File: config.mk
export PLATFORM = sky130hd
export DESIGN_NAME = lzwd_queue
export DESIGN_NICKNAME = d
export VERILOG_FILES = /design/src/hw/rtl/lz_word_decompressor_macros.svh /design/src/hw/rtl/lzwd_pkg.sv /design/src/hw/rtl/lzwd_queue.sv
export SDC_FILE = /design/constraint.sdc
export NUM_CORES = 1
export LEC_CHECK = 0
export ABC_AREA = 1
export BUFFER_PORTS_ARGS = -buffer_cell sky130_fd_sc_hd__buf_2
export CAP_MARGIN = 10
export CORE_MARGIN = 4
export CORE_UTILIZATION = 47
export DETAILED_ROUTE_END_ITERATION = 8
export GPL_TIMING_DRIVEN = 0
export PLACE_DENSITY = 0.67
export SYNTH_ARGS = -nofsm -noshare
export SYNTH_HDL_FRONTEND = slang
export SYNTH_SLANG_ARGS = --single-unit
File: constraint.sdc
create_clock -name clk -period 2.05 [get_ports clk]
set_input_delay 0.1025 -clock clk [delete_from_list [all_inputs] [get_ports clk]]
set_output_delay 0.1025 -clock clk [all_outputs]
set_load 0.005 [all_outputs]
File: src/hw/rtl/lz_word_decompressor_macros.svh
// Assertion macros for the word decompressor.
`ifndef LZ_WORD_DECOMPRESSOR_MACROS_SVH
`define LZ_WORD_DECOMPRESSOR_MACROS_SVH

`ifndef SYNTHESIS
`define LZWD_ASSERT_IMPLY(label, clk, rst_n, ante, cons, msg) \
  label: assert property (@(posedge clk) disable iff (!rst_n) (ante) |-> (cons)) \
    else $error(msg);
`define LZWD_ASSERT_NEVER(label, clk, rst_n, cond, msg) \
  label: assert property (@(posedge clk) disable iff (!rst_n) !(cond)) \
    else $error(msg);
`else
`define LZWD_ASSERT_IMPLY(label, clk, rst_n, ante, cons, msg)
`define LZWD_ASSERT_NEVER(label, clk, rst_n, cond, msg)
`endif

`endif

File: src/hw/rtl/lzwd_pkg.sv
// Shared types and constants for the word decompressor.
package lzwd_pkg;

  localparam int WORD_W    = 16;
  localparam int OFF_W     = 11;
  localparam int WIN_DEPTH = 2048;
  localparam int WIN_AW    = 11;
  localparam int RUN_W     = 17;
  localparam int BITS_W    = 5;

  typedef enum logic [1:0] {
    CMD_PUSH    = 2'd0,
    CMD_ADVANCE = 2'd1,
    CMD_RESTART = 2'd2
  } cmd_t;

  // What the back end does with a queued item.
  typedef enum logic [1:0] {
    OP_NONE = 2'd0,
    OP_LIT  = 2'd1,
    OP_COPY = 2'd2
  } op_t;

  typedef struct packed {
    op_t               op;
    logic [WORD_W-1:0] word;
    logic [OFF_W-1:0]  offset;
    logic              wants;
    logic              finished;
    logic              misplaced;
  } qitem_t;

  typedef struct packed {
    logic              word_valid;
    logic [WORD_W-1:0] word;
    logic              wants;
    logic              finished;
    logic              misplaced;
  } result_t;

endpackage

File: src/hw/rtl/lzwd_queue.sv
// Short FIFO of classified items between front and back end.
module lzwd_queue
  import lzwd_pkg::*;
#(
  parameter int DEPTH = 4
) (
  input  logic   clk,
  input  logic   rst_n,
  input  logic   push,
  input  qitem_t push_item,
  output logic   full,
  input  logic   pop,
  output logic   head_valid,
  output qitem_t head
);

  localparam int AW = (DEPTH > 1) ? $clog2(DEPTH) : 1;
  localparam int CW = $clog2(DEPTH + 1);

  qitem_t        slots_r [DEPTH];
  logic [AW-1:0] wr_ptr_r, wr_ptr_nxt;
  logic [AW-1:0] rd_ptr_r, rd_ptr_nxt;
  logic [CW-1:0] count_r, count_nxt;

  assign full       = (count_r == CW'(DEPTH));
  assign head_valid = (count_r != '0);
  assign head       = slots_r[rd_ptr_r];

  always_comb begin
    wr_ptr_nxt = wr_ptr_r;
    rd_ptr_nxt = rd_ptr_r;
    count_nxt  = count_r;
    if (push) begin
      wr_ptr_nxt = (wr_ptr_r == AW'(DEPTH - 1)) ? '0 : wr_ptr_r + AW'(1);
    end
    if (pop) begin
      rd_ptr_nxt = (rd_ptr_r == AW'(DEPTH - 1)) ? '0 : rd_ptr_r + AW'(1);
    end
    if (push && !pop) begin
      count_nxt = count_r + CW'(1);
    end else if (pop && !push) begin
      count_nxt = count_r - CW'(1);
    end
  end

  always_ff @(posedge clk) begin
    if (push) begin
      slots_r[wr_ptr_r] <= push_item;
    end
  end

  always_ff @(posedge clk) begin
    if (!rst_n) begin
      wr_ptr_r <= '0;
      rd_ptr_r <= '0;
      count_r  <= '0;
    end else begin
      wr_ptr_r <= wr_ptr_nxt;
      rd_ptr_r <= rd_ptr_nxt;
      count_r  <= count_nxt;
    end
  end

endmodule

; ---- Yosys cells after proc, flatten, opt, wreduce, memory -nomap -nowiden
; Memories as Yosys holds them, arrays and structs flattened. A register that Yosys moved wholly into a read port is not among the register bits.
; Cells that the tools add are included.
[word_totals]
regBits = 7
ram_bits = 128
output_inout_bits = 34
memories = 1
[classes]
n_addsub = 4
eq_ne = 3
n_mux = 8
n_reduce_logical = 6
[memory_table]
columns = memory, depth, width, read_ports, rd_ports_with_merged_regs, wr, line_no
row1 = slots_r, 4, 32, 1, 1, 1, lzwd_queue.sv:20  ; qitem_t slots_r [DEPTH];
[op_table]
columns = op, count
row1 = two-way mux 2 bit, 4
row2 = two-way mux 3 bit, 2
row3 = "adder 2 x 1 -> 2 bit, second input constant", 2
row4 = "equality test 2 bit, second input constant", 2
row5 = "adder 3 x 1 -> 3 bit, second input constant", 1
row6 = "equality test 3 bit, second input constant", 1
row7 = nonzero test 3 bit, 1
row8 = "subtractor 3 x 1 -> 3 bit, second input constant", 1
row9 = logical AND 1 bit, 2
row10 = logical NOT 1 bit, 2
row11 = two-way mux 1 bit, 2
row12 = nonzero test 2 bit, 1

; ---- Depth between registers and ports, before layout
; Gate-level depths: netlist of run 1.
[logic_depth]
word_depth = 4
depth_mapped = 10
ltp_nobuf = 10

; ---- Worst setup path before layout of run 1
; No wires, ideal clock.
[synth_timing]
kind = reg-to-reg
startpoint = register wr_ptr_r[0]
endpoint = memory slots_r[3][0] (netlist name), enable pin
setup_ps = 387
t_arrival_ps = 1223
t_required_ps = 1663
slack_ps = 440
path_stages_with_launch = 4
path_cell_list = dfxtp_1 ha_1 nand2_1 inv_1
[synth_rtl]
columns = element, line_no
row1 = start: declaration, lzwd_queue.sv:21  ; logic [AW-1:0] wr_ptr_r, wr_ptr_nxt;
row2 = start signal: assignment, lzwd_queue.sv:58  ; wr_ptr_r <= wr_ptr_nxt;
row3 = end: declaration, lzwd_queue.sv:20
; Straight into the memory's write port.

==> results of run 1 <==
power breakdown:
group	leakage [nW]	switching [mW]	internal [mW]
Sequential	1.25	0.0398	3.19
Combinational	0.970	0.380	0.283
Clock	0.268	1.05	1.71
Total	2.49	1.47	5.19
sequential cells by signal, summed over array words and instances (netlist names), named ones only:
register  cells
rd_ptr_r      2
wr_ptr_r      2
slots_r     128
count_r       3
worst paths after layout:
check                                    from             end  slack (ps)  depth (start not counted)
worst max-delay path                     flop        head[28]         170                          4
worst min-delay path            push_item[11]  slots_r[3][11]         340                          2
worst max register to register    wr_ptr_r[0]  slots_r[1][23]         300                          4
worst min register to register    wr_ptr_r[1]     wr_ptr_r[1]         530                          2
metal layers:
layer	track usage [%]	vias to the layer above	share of wire (%)	routed length [um]
met1	21.7	1576	42	4590
met3	4.56	12	5.0	544
met4	6.57	0	1.2	125
met2	30.6	75	52	5590
met5	0	-	0	0
li1	-	1614	-	-
through the flow:
stage | instance area (um^2) | util (%) | TNS [ps]
after floorplan | 5240 | - | 0
after global placement | 5760 | 52.9 | -6080
after detailed placement | 5790 | 53.1 | 0
after CTS | 6670 | 61.3 | 0
after global routing | 6670 | 61.3 | 0
final | 6670 | 61.3 | 0
placed cells by master, fill, tap and decap left out:
| cell | n |
|---|---|
| buf_2 | 75 |
| fa_1 | 1 |
| a21oi_1 | 3 |
| clkinv_4 | 1 |
| edfxtp_1 | 128 |
| clkbuf_8 | 1 |
| dlygate4sd3_1 | 35 |
| o21ai_0 | 39 |
| nand4_1 | 1 |
| o22ai_1 | 32 |
| clkbuf_16 | 16 |
| nor2_1 | 73 |
| buf_6 | 9 |
| nand2_1 | 9 |
| dfxtp_1 | 9 |
| clkinv_2 | 6 |
| buf_16 | 1 |
| buf_4 | 3 |
| bufinv_16 | 2 |
| nor3_1 | 3 |
| o21ai_1 | 28 |
| inv_1 | 11 |
| nand3_1 | 1 |
| xor2_1 | 1 |
| clkinv_1 | 1 |
| inv_8 | 1 |
| inv_2 | 4 |
| clkbuf_1 | 6 |
| ha_1 | 6 |
cells by family after synthesis:
group / count (synthesis) / synth area share [%]
fa+ha+maj: 7 / 1.82
compound gates: 102 / 10.5
simple gates: 87 / 6.38
flops: 137 / 76.8
buf+inv: 35 / 4.30
xor+xnor: 1 / 0.167
critical path, stage by stage, from the launching register on:
cell,delay (ps)
dfxtp_1,340
clkbuf_1,380
o21ai_0,170
o22ai_1,220
buf_2,160
area by class of cell:
type,instances,area (um^2),share of cell area (%)
inverter,16,67.6,1.01
buffer,19,158,2.36
sequential,137,4020,60.3
tap,140,175,2.63
clock inverter,10,103,1.54
timing repair buffer,105,723,10.8
multi-input combinational,197,988,14.8
clock buffer,22,433,6.49
repair_timing:
item	CTS	global route
hold buffers	35	0
hold endpoints to repair	137	0
setup endpoints to repair	0	0
==> flow_summary.json, run 1 <==
{
  "status": "finished, final reports clean",
  "clk_pin_slew_worst_paths_ps": 60,
  "grt_pass1_wl_um": 17300,
  "die_area_mm2": 0.0129,
  "synth_flop_cell": "edfxtp_1",
  "post_cts_buffers": 0,
  "synthCells": 369,
  "overflow": 0,
  "drive_gt1_share_pct": 23.5,
  "synth-edff-count": 128,
  "rows": 38,
  "synth_area_per_cell_um2": 14.2,
  "cts_sinks": 137,
  "setup_slack_ps": 172,
  "root_buffer": "clkbuf_8",
  "worst_hold_path_type": "input port to flop",
  "cts.repair.resized": 0,
  "drt_pass1_iterations": 4,
  "dp.final_hpwl_um": 6290,
  "hold_ws_ps": 343,
  "final.setup_skew_ps": 6.31,
  "p_leak_nw": 2.49,
  "ant_nets": 0,
  "grt_usage_pct": 17.8,
  "antenna_found_initial": 0,
  "yosysMostFrequentCell": "edfxtp_1",
  "nNetsFinal": 536,
  "area_growth_syn_to_layout_pct": 27.4,
  "period_needed_ps": 1880,
  "p_per_area_mw_per_mm2": 998,
  "wl_per_cell_um": 16.8,
  "start_util_pct": 48.1,
  "path_class": "flop to output pin",
  "fmax_mhz": 533,
  "vias": 3277,
  "finalPower_mw": 6.66,
  "dp.cells": 579,
  "instances_no_fill": 646,
  "required_ps": 1950,
  "viasPerCell": 5.07,
  "pre_cts_ws_ps": 270,
  "grt_pass1_vias": 3395,
  "clk-insertion-delay-late_ps": 510,
  "core_area_mm2": 0.0109,
  "maxCapViolations": 0,
  "yosysTopAreaCell": "edfxtp_1",
  "netlist_top_cells_count": "edfxtp_1 (128), nor2_1 (73), o21ai_0 (39)",
  "cp-end-kind": "output pin",
  "tritoncts": "built",
  "io_buffers": 69,
  "numCtsBuffers": 17,
  "finalSetupViolations": 0,
  "rsz0062_at_grt": "no",
  "synth_seq_cells": 137,
  "ys_types": 21,
  "dieHeight_um": 114,
  "io_pins": 70,
  "gp_congestion": 0.710,
  "yosysTopAreaCellShare_pct": 73.4,
  "max_slew_margin_pct": 46.3,
  "drc": 0,
  "peakVddDrop_uv": 494,
  "yosys_warnings": 0,
  "worstPathArrival_ps": 1780,
  "syn-cell-area_mm2": 0.00524,
  "routed_wirelength_um": 10900,
  "synth.area.top_cells": "edfxtp_1 (73%), nor2_1 (5.2%), o22ai_1 (3.8%)",
  "nFillCells": 849,
  "clockBufferDepth": 2,
  "min_period_over_period_pct": 91.6,
  "htreeDepth": 4,
  "worst_slew_pin_slew_ps": 805,
  "drt_iter0_drc": 240,
  "yosysSeqAreaShare_pct": 76.8,
  "diodes": 0,
  "syn-num-nets": 412,
  "die_w_um": 114,
  "synthArstFlopShare_pct": 0,
  "cp-start-kind": "flop",
  "worst-path-max-fanout": 10,
  "finalMaxSlewViolations": 0,
  "hold_viol": 0,
  "grt_max_degree": 33
}
Power figures use the tool's default switching activity.
==> run 2, diff against run 1 <==
Settings changed: ABC_AREA 1 to default.
==> flow_summary.json, run 2 <==
{
  "status": "finished, final reports clean",
  "p_leak_nw": 2.30,
  "yosysTopAreaCellShare_pct": 75.1,
  "clk_pin_slew_worst_paths_ps": 60,
  "worst_hold_path_type": "input port to flop",
  "overflow": 0,
  "synth-edff-count": 128,
  "die_area_mm2": 0.0126,
  "nFillCells": 762,
  "rows": 37,
  "root_buffer": "clkbuf_8",
  "path_cells": "buf_6 > buf_12 > mux4_2 > buf_2",
  "hold_viol": 0,
  "cpPeakStageDelay_ps": 530,
  "top_regs": "slots_r x128, count_r x3",
  "syn-num-nets": 254,
  "synth_flop_cell": "edfxtp_1",
  "cts.repair.resized": 0,
  "finalSetupTns_ps": 0,
  "holdBufCountCts": 35,
  "finalPower_mw": 6.63,
  "clockBufferDepth": 2,
  "routed_wirelength_um": 8720,
  "cts_sinks": 137,
  "largest_register_ffs": 128,
  "wl_per_cell_um": 18.0,
  "min_period_over_period_pct": 94.1,
  "viasPerCell": 5.05,
  "post_cts_buffers": 0,
  "ys_types": 22,
  "synth.area.top_cells": "edfxtp_1 (75%), mux4_2 (13%), dfxtp_1 (3.5%)",
  "pre_cts_ws_ps": 291,
  "slowest_stage": "mux4_2",
  "yosysSeqAreaShare_pct": 78.6,
  "regMostFlops": "slots_r",
  "yosysMostFrequentCell": "edfxtp_1",
  "synth_area_per_cell_um2": 24.3,
  "core_area_mm2": 0.0105,
  "worst-path-max-fanout": 10,
  "required_ps": 1950,
  "netlist_top_cells_count": "edfxtp_1 (128), mux4_2 (30), dfxtp_1 (9)",
  "instances_no_fill": 483,
  "fmax_mhz": 519,
  "worstPathArrival_ps": 1830,
  "dieHeight_um": 112,
  "area_growth_syn_to_layout_pct": 28.2,
  "maxCapViolations": 0,
  "yosys_warnings": 0,
  "die_w_um": 112,
  "finalMaxSlewViolations": 0,
  "grt_pass1_wl_um": 13800,
  "nNetsFinal": 377,
  "drive_gt1_share_pct": 40.1,
  "fin_area_mm2": 0.00656,
  "vias": 2441,
  "grt_max_degree": 33,
  "cp-end-kind": "output pin",
  "start_util_pct": 48.9,
  "yosysTopAreaCell": "edfxtp_1",
  "peakVddDrop_uv": 675,
  "gp_congestion": 0.648,
  "path_class": "flop to output pin",
  "rsz0062_at_grt": "no",
  "tritoncts": "built",
  "synthArstFlopShare_pct": 0,
  "io_buffers": 69,
  "syn-cell-area_mm2": 0.00512,
  "setup_slack_ps": 121,
  "period_needed_ps": 1930,
  "drt_iter0_drc": 130,
  "final.setup_skew_ps": 7.64,
  "diodes": 0,
  "hold_ws_ps": 333,
  "cp-start-kind": "flop",
  "drt_pass1_iterations": 4,
  "clk-insertion-delay-late_ps": 510,
  "fin_util_pct": 62.7,
  "io_pins": 70,
  "synth_seq_cells": 137,
  "numCtsBuffers": 17,
  "max_slew_margin_pct": 39.3,
  "layout_common_cells": "edfxtp_1 (128), buf_2 (72), dlygate4sd3_1 (35), mux4_2 (30), clkbuf_16 (19)",
  "final_common_cell": "edfxtp_1",
  "antenna_found_initial": 0,
  "htreeDepth": 4,
  "dpl-instance-area_mm2": 0.00564,
  "synthCells": 211,
  "ant_nets": 0,
  "finalSetupViolations": 0,
  "dp.cells": 416,
  "worst_slew_pin_slew_ps": 911,
  "drc": 0,
  "p_per_area_mw_per_mm2": 1010,
  "grt_usage_pct": 14.9,
  "dp.final_hpwl_um": 4990,
  "grt_pass1_vias": 2631
}
-- run 2: final cells by class --
class	count	area (um^2)	area share, %
sequential	137	4020	61.3
multi-input combinational	63	997	15.2
timing repair buffer	104	696	10.6
clock buffer	24	514	7.84
tap	136	170	2.59
buffer	7	86.3	1.32
clock inverter	8	58.8	0.896
inverter	4	15.0	0.229
-- run 2: kinds of logic after synthesis --
family	count (synthesis)	synth area share, %
flip-flops	137	78.6
adder cells (fa/ha/maj)	7	1.86
AND/OR/NAND/NOR	15	1.78
multiplexers	36	15.0
XOR/XNOR	2	0.342
AO/OA/AOI/OAI	3	0.391
buffers and inverters	11	1.98
-- run 2: worst paths after layout --
check | start | to | slack [ps] | cells past startpoint
min reg2reg | count_r[2] | count_r[2] | 520 | 2
max reg2reg | wr_ptr_r[0] | slots_r[0][1] | 330 | 3
min | push_item[2] | slots_r[0][2] | 330 | 2
max | flop | head[1] | 120 | 4
-- run 2: critical path: cells and delay by family (launching register included) --
kind     cells  cell delay [ps]
mux          1              530
flops        1              330
buf+inv      3              460
-- run 2: where the power goes --
group | total, mW | switching [mW] | internal (mW) | leakage [nW]
combinational | 0.565 | 0.258 | 0.307 | 0.789
clock | 2.82 | 1.09 | 1.73 | 0.261
sequential | 3.24 | 0.0414 | 3.20 | 1.25
total | 6.63 | 1.39 | 5.24 | 2.30
-- run 2: metal layers --
layer	share of wire, %	track usage (%)	up-vias	wire length, um
met5	0	0	-	0
met1	43	18.3	1234	3740
met4	0.94	5.53	0	82
li1	-	-	1133	-
met3	5.0	5.66	7	432
met2	51	24.2	67	4470
