<file path="src/hw/rtl/lz_word_decompressor_macros.svh">
// Assertion macros for the word decompressor.
`ifndef LZ_WORD_DECOMPRESSOR_MACROS_SVH
`define LZ_WORD_DECOMPRESSOR_MACROS_SVH

`ifndef SYNTHESIS
`define LZWD_ASSERT_IMPLY(label, clk, rst_n, ante, cons, msg) \
  label: assert property (@(posedge clk) disable iff (!rst_n) (ante) |-> (cons)) \
    else $error(msg);
`define LZWD_ASSERT_NEVER(label, clk, rst_n, cond, msg) \
  label: assert property (@(posedge clk) disable iff (!rst_n) !(cond)) \
    else $error(msg);
`else
`define LZWD_ASSERT_IMPLY(label, clk, rst_n, ante, cons, msg)
`define LZWD_ASSERT_NEVER(label, clk, rst_n, cond, msg)
`endif

`endif

</file>
<file path="src/hw/rtl/lzwd_pkg.sv">
// Shared types and constants for the word decompressor.
package lzwd_pkg;

  localparam int WORD_W    = 16;
  localparam int OFF_W     = 11;
  localparam int WIN_DEPTH = 2048;
  localparam int WIN_AW    = 11;
  localparam int RUN_W     = 17;
  localparam int BITS_W    = 5;

  typedef enum logic [1:0] {
    CMD_PUSH    = 2'd0,
    CMD_ADVANCE = 2'd1,
    CMD_RESTART = 2'd2
  } cmd_t;

  // What the back end does with a queued item.
  typedef enum logic [1:0] {
    OP_NONE = 2'd0,
    OP_LIT  = 2'd1,
    OP_COPY = 2'd2
  } op_t;

  typedef struct packed {
    op_t               op;
    logic [WORD_W-1:0] word;
    logic [OFF_W-1:0]  offset;
    logic              wants;
    logic              finished;
    logic              misplaced;
  } qitem_t;

  typedef struct packed {
    logic              word_valid;
    logic [WORD_W-1:0] word;
    logic              wants;
    logic              finished;
    logic              misplaced;
  } result_t;

endpackage

</file>
<file path="src/hw/rtl/lzwd_front.sv">
// Front end: parses commands and source words, classifies each into a queue item.
module lzwd_front
  import lzwd_pkg::*;
(
  input  logic              clk,
  input  logic              rst_n,
  input  logic              accept,
  input  logic [1:0]        command,
  input  logic [WORD_W-1:0] source_word,
  output qitem_t            item
);

  typedef enum logic [2:0] {
    PH_FLAG  = 3'd0,
    PH_ITEM  = 3'd1,
    PH_COUNT = 3'd2,
    PH_RUN   = 3'd3,
    PH_DONE  = 3'd4
  } phase_t;

  phase_t             phase_r, phase_nxt;
  logic [WORD_W-1:0]  flag_r, flag_nxt;
  logic [BITS_W-1:0]  bits_r, bits_nxt;
  logic [RUN_W-1:0]   cnt_r, cnt_nxt;
  logic [OFF_W-1:0]   off_r, off_nxt;

  logic [BITS_W-1:0]  bits_dec;
  logic [RUN_W-1:0]   cnt_dec;
  logic               take;
  op_t                op;
  logic [WORD_W-1:0]  lit;
  logic [OFF_W-1:0]   copy_off;
  logic               misplaced;

  assign bits_dec = bits_r - BITS_W'(1);
  assign cnt_dec  = cnt_r - RUN_W'(1);

  always_comb begin
    phase_nxt = phase_r;
    flag_nxt  = flag_r;
    bits_nxt  = bits_r;
    cnt_nxt   = cnt_r;
    off_nxt   = off_r;
    take      = 1'b0;
    op        = OP_NONE;
    lit       = '0;
    copy_off  = off_r;
    misplaced = 1'b0;

    unique case (cmd_t'(command))
      CMD_PUSH: begin
        unique case (phase_r)
          PH_FLAG: begin
            flag_nxt  = source_word;
            bits_nxt  = BITS_W'(WORD_W);
            phase_nxt = PH_ITEM;
          end
          PH_ITEM: begin
            if (!flag_r[WORD_W-1]) begin
              op   = OP_LIT;
              lit  = source_word;
              take = 1'b1;
            end else begin
              off_nxt   = source_word[OFF_W-1:0];
              cnt_nxt   = RUN_W'(source_word[WORD_W-1:OFF_W]);
              phase_nxt = (source_word[WORD_W-1:OFF_W] != '0) ? PH_RUN : PH_COUNT;
            end
          end
          PH_COUNT: begin
            if (source_word == '0 && off_r == '0) begin
              phase_nxt = PH_DONE;
            end else begin
              // long count of zero means a full 65536-word run
              cnt_nxt   = (source_word == '0) ? {1'b1, {WORD_W{1'b0}}}
                                              : {1'b0, source_word};
              phase_nxt = PH_RUN;
            end
          end
          default: begin
            misplaced = 1'b1;
          end
        endcase
      end
      CMD_ADVANCE: begin
        if (phase_r == PH_RUN) begin
          // offset zero is a zero fill, no history read
          op      = (off_r == '0) ? OP_LIT : OP_COPY;
          cnt_nxt = cnt_dec;
          take    = (cnt_dec == '0);
        end
      end
      CMD_RESTART: begin
        phase_nxt = PH_FLAG;
        flag_nxt  = '0;
        bits_nxt  = '0;
        cnt_nxt   = '0;
        off_nxt   = '0;
      end
      default: ;
    endcase

    if (take) begin
      flag_nxt  = {flag_r[WORD_W-2:0], 1'b0};
      bits_nxt  = bits_dec;
      phase_nxt = (bits_dec == '0) ? PH_FLAG : PH_ITEM;
    end
  end

  always_comb begin
    item.op        = op;
    item.word      = lit;
    item.offset    = copy_off;
    item.wants     = (phase_nxt == PH_FLAG) || (phase_nxt == PH_ITEM) ||
                     (phase_nxt == PH_COUNT);
    item.finished  = (phase_nxt == PH_DONE);
    item.misplaced = misplaced;
  end

  always_ff @(posedge clk) begin
    if (!rst_n) begin
      phase_r <= PH_FLAG;
      flag_r  <= '0;
      bits_r  <= '0;
      cnt_r   <= '0;
      off_r   <= '0;
    end else if (accept) begin
      phase_r <= phase_nxt;
      flag_r  <= flag_nxt;
      bits_r  <= bits_nxt;
      cnt_r   <= cnt_nxt;
      off_r   <= off_nxt;
    end
  end

endmodule

</file>
<file path="config.mk">
export PLATFORM = sky130hd
export DESIGN_NAME = lzwd_front
export DESIGN_NICKNAME = d
export VERILOG_FILES = /design/src/hw/rtl/lz_word_decompressor_macros.svh /design/src/hw/rtl/lzwd_pkg.sv /design/src/hw/rtl/lzwd_front.sv
export SDC_FILE = /design/constraint.sdc
export NUM_CORES = 1
export LEC_CHECK = 0
export ABC_AREA = 1
export ABC_CLOCK_PERIOD_IN_PS = 6650
export BUFFER_PORTS_ARGS = -buffer_cell sky130_fd_sc_hd__buf_2
export CAP_MARGIN = 30
export CORE_MARGIN = 5
export CORE_UTILIZATION = 50
export DETAILED_ROUTE_END_ITERATION = 6
export PLACE_DENSITY = 0.68
export SYNTH_ARGS = -nofsm -noshare
export SYNTH_HDL_FRONTEND = slang
export SYNTH_SLANG_ARGS = --single-unit
</file>
<file path="constraint.sdc">
create_clock -name clk -period 6.65 [get_ports clk]
set_input_delay 1.33 -clock clk [delete_from_list [all_inputs] [get_ports clk]]
set_output_delay 1.33 -clock clk [all_outputs]
set_load 0.005 [all_outputs]
</file>
Word level (Yosys, flattened, before mapping)
Index checks and enable logic that the tools add are counted.
Widths: inputs -> output; s select.
Word-level totals
  register bits after elaboration: 52
  bits of input ports: 21
  output and inout bits: 32
  logic and storage cells: 76
Operators by class
  $add $sub $neg: 2
  equality and inequality tests: 15
  multiplexer cells: 36
  reduce and logical (&&, ||, !) cells: 18
Operator list (number)
  $mux 16: 5
  $mux 17: 4
  $pmux 17 s3: 1
  $pmux 17 s2: 1
  $pmux 16 s2: 1
  $mux 11: 2
  $pmux 11 s2: 1
  $logic_not 17->1: 1
  $sub 17x1->17 const B: 1
  $logic_not 16->1: 1
  $logic_not 11->1: 1
  $mux 5: 2
  $pmux 5 s2: 1
  $eq 3x2->1 const B: 3
  $mux 1: 9
  $mux 3: 3
  $pmux 3 s3: 1
  $eq 3x1->1 const B: 2
  $logic_not 3->1: 2
  $ne 3x2->1 const B: 2
  $ne 3x3->1 const B: 2
  $pmux 3 s2: 1
  $reduce_and 6->1: 1
  $reduce_bool 3->1: 2
  18 further kinds: 21

Longest topological paths before layout
Gate-level depths: netlist (run 1).
  depth in word-level cells: 9
  mapped depth: 18
  depth with buffers taken out: 16

Worst setup path before layout (run 1)
Ideal clock, no wire load.
  kind: input -> output
  from: input command[1]
  to: output item[1] (netlist name)
  data arrival time: 2632 ps
  required time: 5320 ps
  setup slack: 2688 ps
  stages on the path: 13
  cells stage by stage: inv_1 > ha_1 > nand4_1 > nor2_1 > nand2_1 > nor2_1 > nand2_1 > nor2_2 > nand3_4 > nand2_2 > o21ai_0 > nand3_1 > nor2_1
RTL lines
  start: declaration: line lzwd_front.sv:8  | input logic [1:0] command,
  end: declaration: line lzwd_front.sv:10  | output qitem_t item

==> impl_metrics.ini, run 1 <==
[status]
status = complete, no violations

[final_layout]
diodes = 0
fin_util_pct = 56.0
fill_cells = 768
fin_nets = 681
drive_gt1_share_pct = 12.4
finalInstanceArea_um2 = 4000
area_growth_pct = 10.7

[worst_setup_path]
path_class = primary input to output pin
arrival_ps = 3530
timing.rr.start = phase_r[0]
cpPeakStageDelay_ps = 630
critPathSlowestCell = nand3_1
worst-path-max-fanout = 20
crit_path_start = command[1]
worstSetupStartpointType = primary input
cp_cell_sequence = buf_2 > inv_1 > ha_1 > nand3_1 > nand2_2 > o21ai_0 > nand3_1 > nor2_1 > buf_2
critPathRequiredTime_ps = 5320
end_kind = output pin

[floorplan]
placementRows = 31
ioPinCount = 53
die-area_um2 = 9020
initial_utilization_pct = 50.6
dieWidth_um = 95.0
core_region_area_um2 = 7140
die_y_um = 95.0

[sta]
finalClockSkew_ps = 8.61
rsz0062_at_grt = false
min_period_ps = 4860
fin_crit_sh_pct = 73.1
fin_setup_tns_ps = 0
max_freq_mhz = 206
tightest_slew_ps = 823
setup_viol = 0
slew_headroom_pct = 45.0
maxSlewViolCount = 0
hold_viol_final = 0
hold_slack_ps = 470

[global_routing]
grt_max_degree = 45
grt_pass1_vias = 3572
grt-ovfl-total = 0
grt.total_usage_pct = 24.0
grt_pass1_wl_um = 17100
grt_antenna_before_repair = 0

[route]
vias = 3957
first_pass_iters = 6
wl_met1_um = 4830
final_antenna_net_count = 0
wl_per_cell_um = 13.8
dr.max_layer_used = met4
routed-wl-met3_um = 936
drc = 0
via_per_inst = 5.26
first_iter_violations = 372
routed_wl_um = 10300
dr_wl_met2_um = 4470

[synth]
netlist_instances = 617
ys_types = 35
synth_top_area_share_pct = 28.8
syn_nets = 646
syn_area_um2 = 3610
ys_seq_area_share_pct = 28.8
async_flop_share_pct = 0
dominantRegCellSynth = dfxtp_1
syn_avg_cell_area_um2 = 5.85
synth_edf_count = 0
yosys-top-cells-count = 153 x nand2_1, 125 x nor2_1, 83 x inv_1, 52 x dfxtp_1, 44 x o21ai_0
yosysMostFrequentCell = nand2_1
synth_top_area_cell = dfxtp_1
synth_area_leaders = dfxtp_1 29%, nand2_1 16%, nor2_1 13%
ys_warn_count = 0
ys_ff_latch = 52

[clock_tree]
cts_tree = yes
insertion_delay_ps = 320
cts_sinks = 52
cts_root_buffer = clkbuf_8
cts_max_path_buffers = 2
cts_setup_buffers = 0
cts_resized = 0
path_clk_slew_ps = 90
holdBufCountCts = 0
htree_levels = 2
numCtsBuffers = 5

[job]
cap_violations = 0

[power_and_ir_drop]
p_per_area_nw_per_um2 = 208
p_leak_nw = 2.11
ir_drop_mv = 0.0986

[place]
place_area_um2 = 3880
dp_hpwl_um = 7530
io_buffers = 52
globalplace.congestion = 0.914

[hold_path]
holdCritStartpoint = copy_off[1]
hold_path_class = register to register
==> metrics by stage <==
step / power, mW / cells / setup slack [ps]
6_report: 0.829 / 752 / 1790
5_1_grt: 0.883 / 752 / 1540
4_1_cts: 0.830 / 752 / 1800
3_5_place_dp: 0.601 / 744 / 1810
3_3_place_gp: 0.599 / 743 / 1870
2_1_floorplan: 0.542 / 617 / 2690
==> registers in the layout, indices dropped and copies added (netlist names) <==
| name | cells |
|---|---|
| cnt_r | 17 |
| flag_r | 16 |
| phase_r | 3 |
| copy_off | 11 |
| bits_r | 5 |
==> power breakdown <==
part / leakage, nW / internal (mW) / switching (mW) / total [mW]
logic: 1.62 / 0.0821 / 0.163 / 0.245
registers: 0.427 / 0.335 / 0.0191 / 0.354
clock network: 0.0583 / 0.114 / 0.116 / 0.230
==> cell families (layout without fill, tap and decap cells) <==
| group | after synthesis | after routing | synth area share, % |
|---|---|---|---|
| AOI/OAI and AO/OA | 93 | 93 | 14.5 |
| and+or+nand+nor | 346 | 346 | 40.1 |
| DFF | 52 | 52 | 28.8 |
| buffers and inverters | 113 | 149 | 12.6 |
| xor gates and xnor gates | 5 | 5 | 1.21 |
| adders and majority gates | 8 | 8 | 2.77 |
==> final timing paths <==
check,end,slack (ps),cells after the start
worst max-delay path,item[1],1790,9
worst min-delay path,copy_off[1],470,2
worst max register to register,cnt_r[16],3480,8
worst min register to register,copy_off[1],470,2
==> worst max-delay path: cells and delay by family <==
| family | cells | cell delay, ps |
|---|---|---|
| simple gates | 4 | 1360 |
| fa+ha+maj | 1 | 290 |
| compound gates | 1 | 210 |
| buf+inv | 3 | 340 |
==> cell type report <==
cell class	instances	area, um2	share of cell area (%)
clock buffers	5	68.8	1.72
flip-flops and latches	52	1040	26.1
well taps	99	124	3.10
clock inverters	3	47.5	1.19
repair buffers	54	273	6.83
inverters	87	327	8.17
multi-input cells	452	2110	52.9
==> per-layer routing <==
metal	global-route usage, %	vias up
li1	-	2000
met1	35.0	1762
met2	37.7	181
met3	3.19	14
met4	5.05	0
met5	0	-
==> placed cells by master, fill, tap and decap left out, drive strengths merged <==
cell type	synthesis	routed
dfxtp	52	52
a211oi	6	6
clkbuf	14	5
nand4	8	8
ha	8	8
buf	12	54
o2111a	1	1
a31oi	1	1
clkinv	2	4
nand3	42	42
nand2	158	158
nor2	134	134
o21ai	46	46
xnor2	2	2
a22oi	3	3
nand3b	1	1
inv	85	85
o211ai	1	1
nor3	3	3
bufinv	0	1
a21oi	25	25
xor2	3	3
o21bai	1	1
a32oi	2	2
a21boi	2	2
a31o	1	1
o22ai	4	4
No activity file was read; power rests on OpenSTA's default activity.
==> inputs of run 2 (changes only) <==
Settings changed: ABC_AREA 1 to 0, ABC_CLOCK_PERIOD_IN_PS 6650 to 4900.
Clock period 6.65 ns to 4.9 ns, I/O delays scaled along.
==> run 2 against run 1 <==
Sequential power grew 30%. Count of clock-buffer cells in the layout is the same. Final cell count shrank 22%. Non-clock buffer count grew 6. Critical path type is now register to output pin. Largest cell class unchanged. Largest power group unchanged.
==> impl_metrics.ini, run 2 <==
[status]
status = complete, no violations

[synth]
synth-xor-area-share_pct = 1.67
synth_top_area_share_pct = 28.3
synth_area_leaders = dfxtp_1 28%, a21oi_1 4.9%, a311oi_2 4.1%
synth_compound_area_share_pct = 30.0
synth-simple-area-share_pct = 29.0
yosysMostFrequentCell = dfxtp_1
syn_area_um2 = 3670
ys_ff_latch = 52
ys_seq_area_share_pct = 28.3
synth_edf_count = 0
ys_warn_count = 0
synth_top_area_cell = dfxtp_1
syn_nets = 491
syn_avg_cell_area_um2 = 7.95
dominantRegCellSynth = dfxtp_1
async_flop_share_pct = 0
muxShareOfSynthArea_pct = 1.63
synth_top_family_by_area = compound AO/OA/AOI/OAI gates
synthAdderAreaFrac_pct = 2.72
netlist_instances = 462
ys_types = 66
yosys-top-cells-count = 52 x dfxtp_1, 36 x a21oi_1, 35 x nand2_1, 35 x nor2_1, 31 x clkbuf_1

[final_layout]
diodes = 0
fin_util_pct = 55.4
area_growth_pct = 8.79
layout_common_cells = 52 x dfxtp_1, 52 x buf_2, 36 x a21oi_1, 35 x nor2_1, 35 x nand2_1
fin_nets = 514
largest-register = cnt_r
drive_gt1_share_pct = 18.1
final_cell_count_no_fill = 584
largest_register_ffs = 17
fill_cells = 716

[sta]
fin_ws_ps = 439
hold_viol_final = 0
maxSlewViolCount = 0
slew_headroom_pct = 49.6
min_period_ps = 4460
fin_setup_tns_ps = 0
tightest_slew_ps = 757
max_freq_mhz = 224
fin_crit_sh_pct = 91.0
setup_viol = 0
rsz0062_at_grt = false
finalClockSkew_ps = 7.39

[clock_tree]
insertion_delay_ps = 310
cts_sinks = 52
cts_root_buffer = clkbuf_8
cts_setup_buffers = 0
path_clk_slew_ps = 100
cts_resized = 0
holdBufCountCts = 0
cts_max_path_buffers = 2
cts_tree = yes
htree_levels = 2
numCtsBuffers = 5

[route]
first_iter_violations = 326
drc = 0
first_pass_iters = 5
vias = 3751
routed_wl_um = 10900
via_per_inst = 6.42
wl_per_cell_um = 18.7
final_antenna_net_count = 0

[global_routing]
grt.total_usage_pct = 24.1
grt_pass1_wl_um = 17400
grt_pass1_vias = 3489
grt_max_degree = 31
grt-ovfl-total = 0
grt_antenna_before_repair = 0

[place]
pre_cts_slack_ps = 511
place_inst = 577
globalplace.congestion = 0.961
dp_hpwl_um = 7530
io_buffers = 52

[worst_setup_path]
path_class = register to output pin
worst-path-max-fanout = 18
end_kind = output pin
arrival_ps = 3480
worstSetupStartpointType = register
critPathRequiredTime_ps = 3920

[floorplan]
core_region_area_um2 = 7210
ioPinCount = 53
die_y_um = 95.7
dieWidth_um = 95.7
die-area_um2 = 9160
initial_utilization_pct = 50.9
placementRows = 31

[job]
cap_violations = 0

[power_and_ir_drop]
p_per_area_nw_per_um2 = 240
p_leak_nw = 1.51
ir_drop_mv = 0.130
power_mw = 0.959

[hold_path]
hold_path_class = register to register
[run 2: logic make-up (layout without fill, tap and decap cells)]
logic type | Yosys count | in the layout
AOI/OAI and AO/OA | 152 | 152
adders and majority gates | 8 | 8
and+or+nand+nor | 184 | 184
muxes | 6 | 6
buffers and inverters | 53 | 76
DFF | 52 | 52
xor gates and xnor gates | 7 | 7
[run 2: final cells by class]
type / instances / area [um2] / area share [%]
flip-flops and latches: 52 / 1040 / 26.0
repair buffers: 60 / 320 / 8.02
multi-input cells: 357 / 2390 / 59.9
clock buffers: 5 / 68.8 / 1.72
inverters: 9 / 33.8 / 0.845
clock inverters: 2 / 16.3 / 0.407
well taps: 99 / 124 / 3.10
[run 2: report_power, final]
part | switching, mW | total (mW) | internal, mW
combinational | 0.156 | 0.248 | 0.0922
sequential | 0.0183 | 0.459 | 0.441
clock | 0.152 | 0.252 | 0.100
total | 0.326 | 0.959 | 0.633
[run 2: path summary, 6_finish.rpt]
kind                   from  slack [ps]    endpoint  cells past startpoint
setup / recovery   cnt_r[0]         440     item[1]                      9
hold / removal    cnt_r[16]         510   cnt_r[16]                      2
setup reg to reg   cnt_r[0]        1350  flag_r[15]                      9
hold reg to reg   cnt_r[16]         510   cnt_r[16]                      2
[run 2: routing by layer]
| layer | up-vias | track usage (%) | share of wire, % | routed length (um) |
|---|---|---|---|---|
| met5 | - | 0 | 0 | 0 |
| met3 | 29 | 4.53 | 8.5 | 931 |
| met2 | 169 | 38.2 | 44 | 4800 |
| li1 | 1769 | - | - | - |
| met4 | 0 | 8.06 | 2.4 | 263 |
| met1 | 1784 | 32.8 | 45 | 4940 |
[run 2: worst max-delay path: stages (launching register included)]
cell	delay, ps
dfxtp_1	380
inv_1	100
ha_1	290
or4b_1	620
o31a_1	330
a311oi_4	350
nand4_4	290
a2111o_1	510
a21oi_1	160
buf_2	130
[run 2: per-stage QoR]
step                hold WS, ps  cell area (um2)
global route                542             4000
global placement            480             3910
finish                      509             4000
detailed placement          485             3910
CTS                         507             4000
floorplan                   461             3670
==> inputs of run 3 (changes only) <==
Settings changed: CAP_MARGIN 30 to not set, CORE_MARGIN 5 to 8, CORE_UTILIZATION 50 to 35, PLACE_DENSITY 0.68 to 0.5.
==> run 3 against run 2 <==
Hold slack improved by 6.0 ps. Die area increased by 53%. Final cell count increased by 6.7%. Routed wire length grew 12%. Critical path type unchanged. Critical endpoint unchanged.
==> impl_metrics.ini, run 3 (synthesis gave the netlist of run 2 again) <==
[status]
status = complete, no violations

[clock_tree]
holdBufCountCts = 0
path_clk_slew_ps = 100
cts_sinks = 52
cts_setup_buffers = 0
numCtsBuffers = 5
cts_resized = 0
htree_levels = 2
insertion_delay_ps = 310
cts_tree = yes
cts_max_path_buffers = 2
cts_root_buffer = clkbuf_8

[floorplan]
dieWidth_um = 118
ioPinCount = 53
core_region_area_um2 = 10300
initial_utilization_pct = 35.7
die-area_um2 = 14000
die_y_um = 118
placementRows = 37

[final_layout]
diodes = 0
drive_gt1_share_pct = 18.3
finalInstanceArea_um2 = 4060
layout_common_cells = 52 x dfxtp_1, 52 x buf_2, 36 x a21oi_1, 35 x nor2_1, 35 x nand2_1
largest_register_ffs = 17
largest-register = cnt_r
fin_nets = 515
area_growth_pct = 10.5
final_cell_count_no_fill = 623

[place]
dp_hpwl_um = 8730
place_inst = 615
io_buffers = 52
place_area_um2 = 3970
pre_cts_slack_ps = 440
globalplace.congestion = 0.881

[hold_path]
hold_path_class = register to register
min_to = flag_r[4]
hold_depth = 2
holdCritStartpoint = flag_r[3]

[sta]
finalClockSkew_ps = 10.4
tightest_slew_ps = 788
rsz0062_at_grt = false
fin_ws_ps = 424
fin_setup_tns_ps = 0
maxSlewViolCount = 0
slew_headroom_pct = 47.4
hold_viol_final = 0
setup_viol = 0
fin_crit_sh_pct = 91.4
max_freq_mhz = 223
min_period_ps = 4480

[route]
routed_wl_um = 12300
final_antenna_net_count = 0
via_per_inst = 5.85
first_pass_iters = 4
vias = 3645
wl_per_cell_um = 19.7
first_iter_violations = 241
drc = 0

[job]
cap_violations = 0

[global_routing]
grt_antenna_before_repair = 0
gr-usage-met1_pct = 23.6
grt_pass1_vias = 3616
grt_pass1_wl_um = 20100
grt-ovfl-total = 0
met2_usage_pct = 27.9
grt.total_usage_pct = 17.5
top_usage_layer = met2
grt_use_met3_pct = 3.05
grt_max_degree = 30

[power_and_ir_drop]
p_sw_mw = 0.331
ir_drop_mv = 0.104
internal-power_mw = 0.649
combPwrFrac_pct = 25.6
pwr-share-seq_pct = 46.9
power_mw = 0.979
swShare_pct = 33.8
clkPwrFrac_pct = 27.5
p_per_area_nw_per_um2 = 241
p_leak_nw = 1.52

[worst_setup_path]
path_buf_inv = 2
path_delay_family = compound AO/OA/AOI/OAI gates
path_class = register to output pin
r2r_end = flag_r[8]
reg2reg_depth = 9
critPathRequiredTime_ps = 3920
end_kind = output pin
cp_cell_sequence = inv_1 > ha_1 > or4b_1 > o31a_1 > a311oi_4 > nand4_4 > a2111o_1 > a21oi_1 > buf_2
r2r_slack_ps = 1320
cpPeakStageDelay_ps = 600
worst-path-max-fanout = 18
arrival_ps = 3500
worstSetupStartpointType = register
timing.rr.start = cnt_r[0]
critPathSlowestCell = or4b_1
## run 3: power by group through the flow
stage / Clock, mW / Sequential [mW] / Combinational (mW)
2_1_floorplan: 0 / 0.462 / 0.187
3_3_place_gp: 0 / 0.468 / 0.250
3_5_place_dp: 0 / 0.469 / 0.250
4_1_cts: 0.280 / 0.459 / 0.251
5_1_grt: 0.296 / 0.463 / 0.278
6_report: 0.269 / 0.459 / 0.251
## run 3: worst min-delay path: stages, from the launching register on
cell	delay, ps
dfxtp_1	320
o21ai_0	60
a311oi_1	80
## run 3: cell type report
cell class | count | area (um2)
Fill cell | 1113 | 6220
Multi-Input combinational cell | 357 | 2390
Sequential cell | 52 | 1040
Timing Repair Buffer | 61 | 328
Tap cell | 136 | 170
Clock buffer | 7 | 86.3
Inverter | 9 | 33.8
Clock inverter | 1 | 7.51
## run 3: how the worst max path moves through the flow
stage	cells past startpoint	slack [ps]	to	startpoint
after floorplan	8	1160	item[1]	command[1]
after global placement	10	550	item[1]	command[1]
after detailed placement	10	440	item[1]	command[1]
after CTS	9	430	item[1]	cnt_r[0]
after global routing	9	120	item[1]	cnt_r[0]
final	9	420	item[1]	cnt_r[0]
## run 3: metal layers
layer,vias up,share of wire [%]
li1,1772,-
met1,1768,47
met2,96,46
met3,9,5.8
met4,0,1.3
met5,-,0
## run 3: stage by stage
stage	util, %	hold slack, ps
2_1_floorplan	-	461
3_3_place_gp	38.6	483
3_5_place_dp	38.6	489
4_1_cts	39.5	506
5_1_grt	39.5	548
6_report	39.5	515
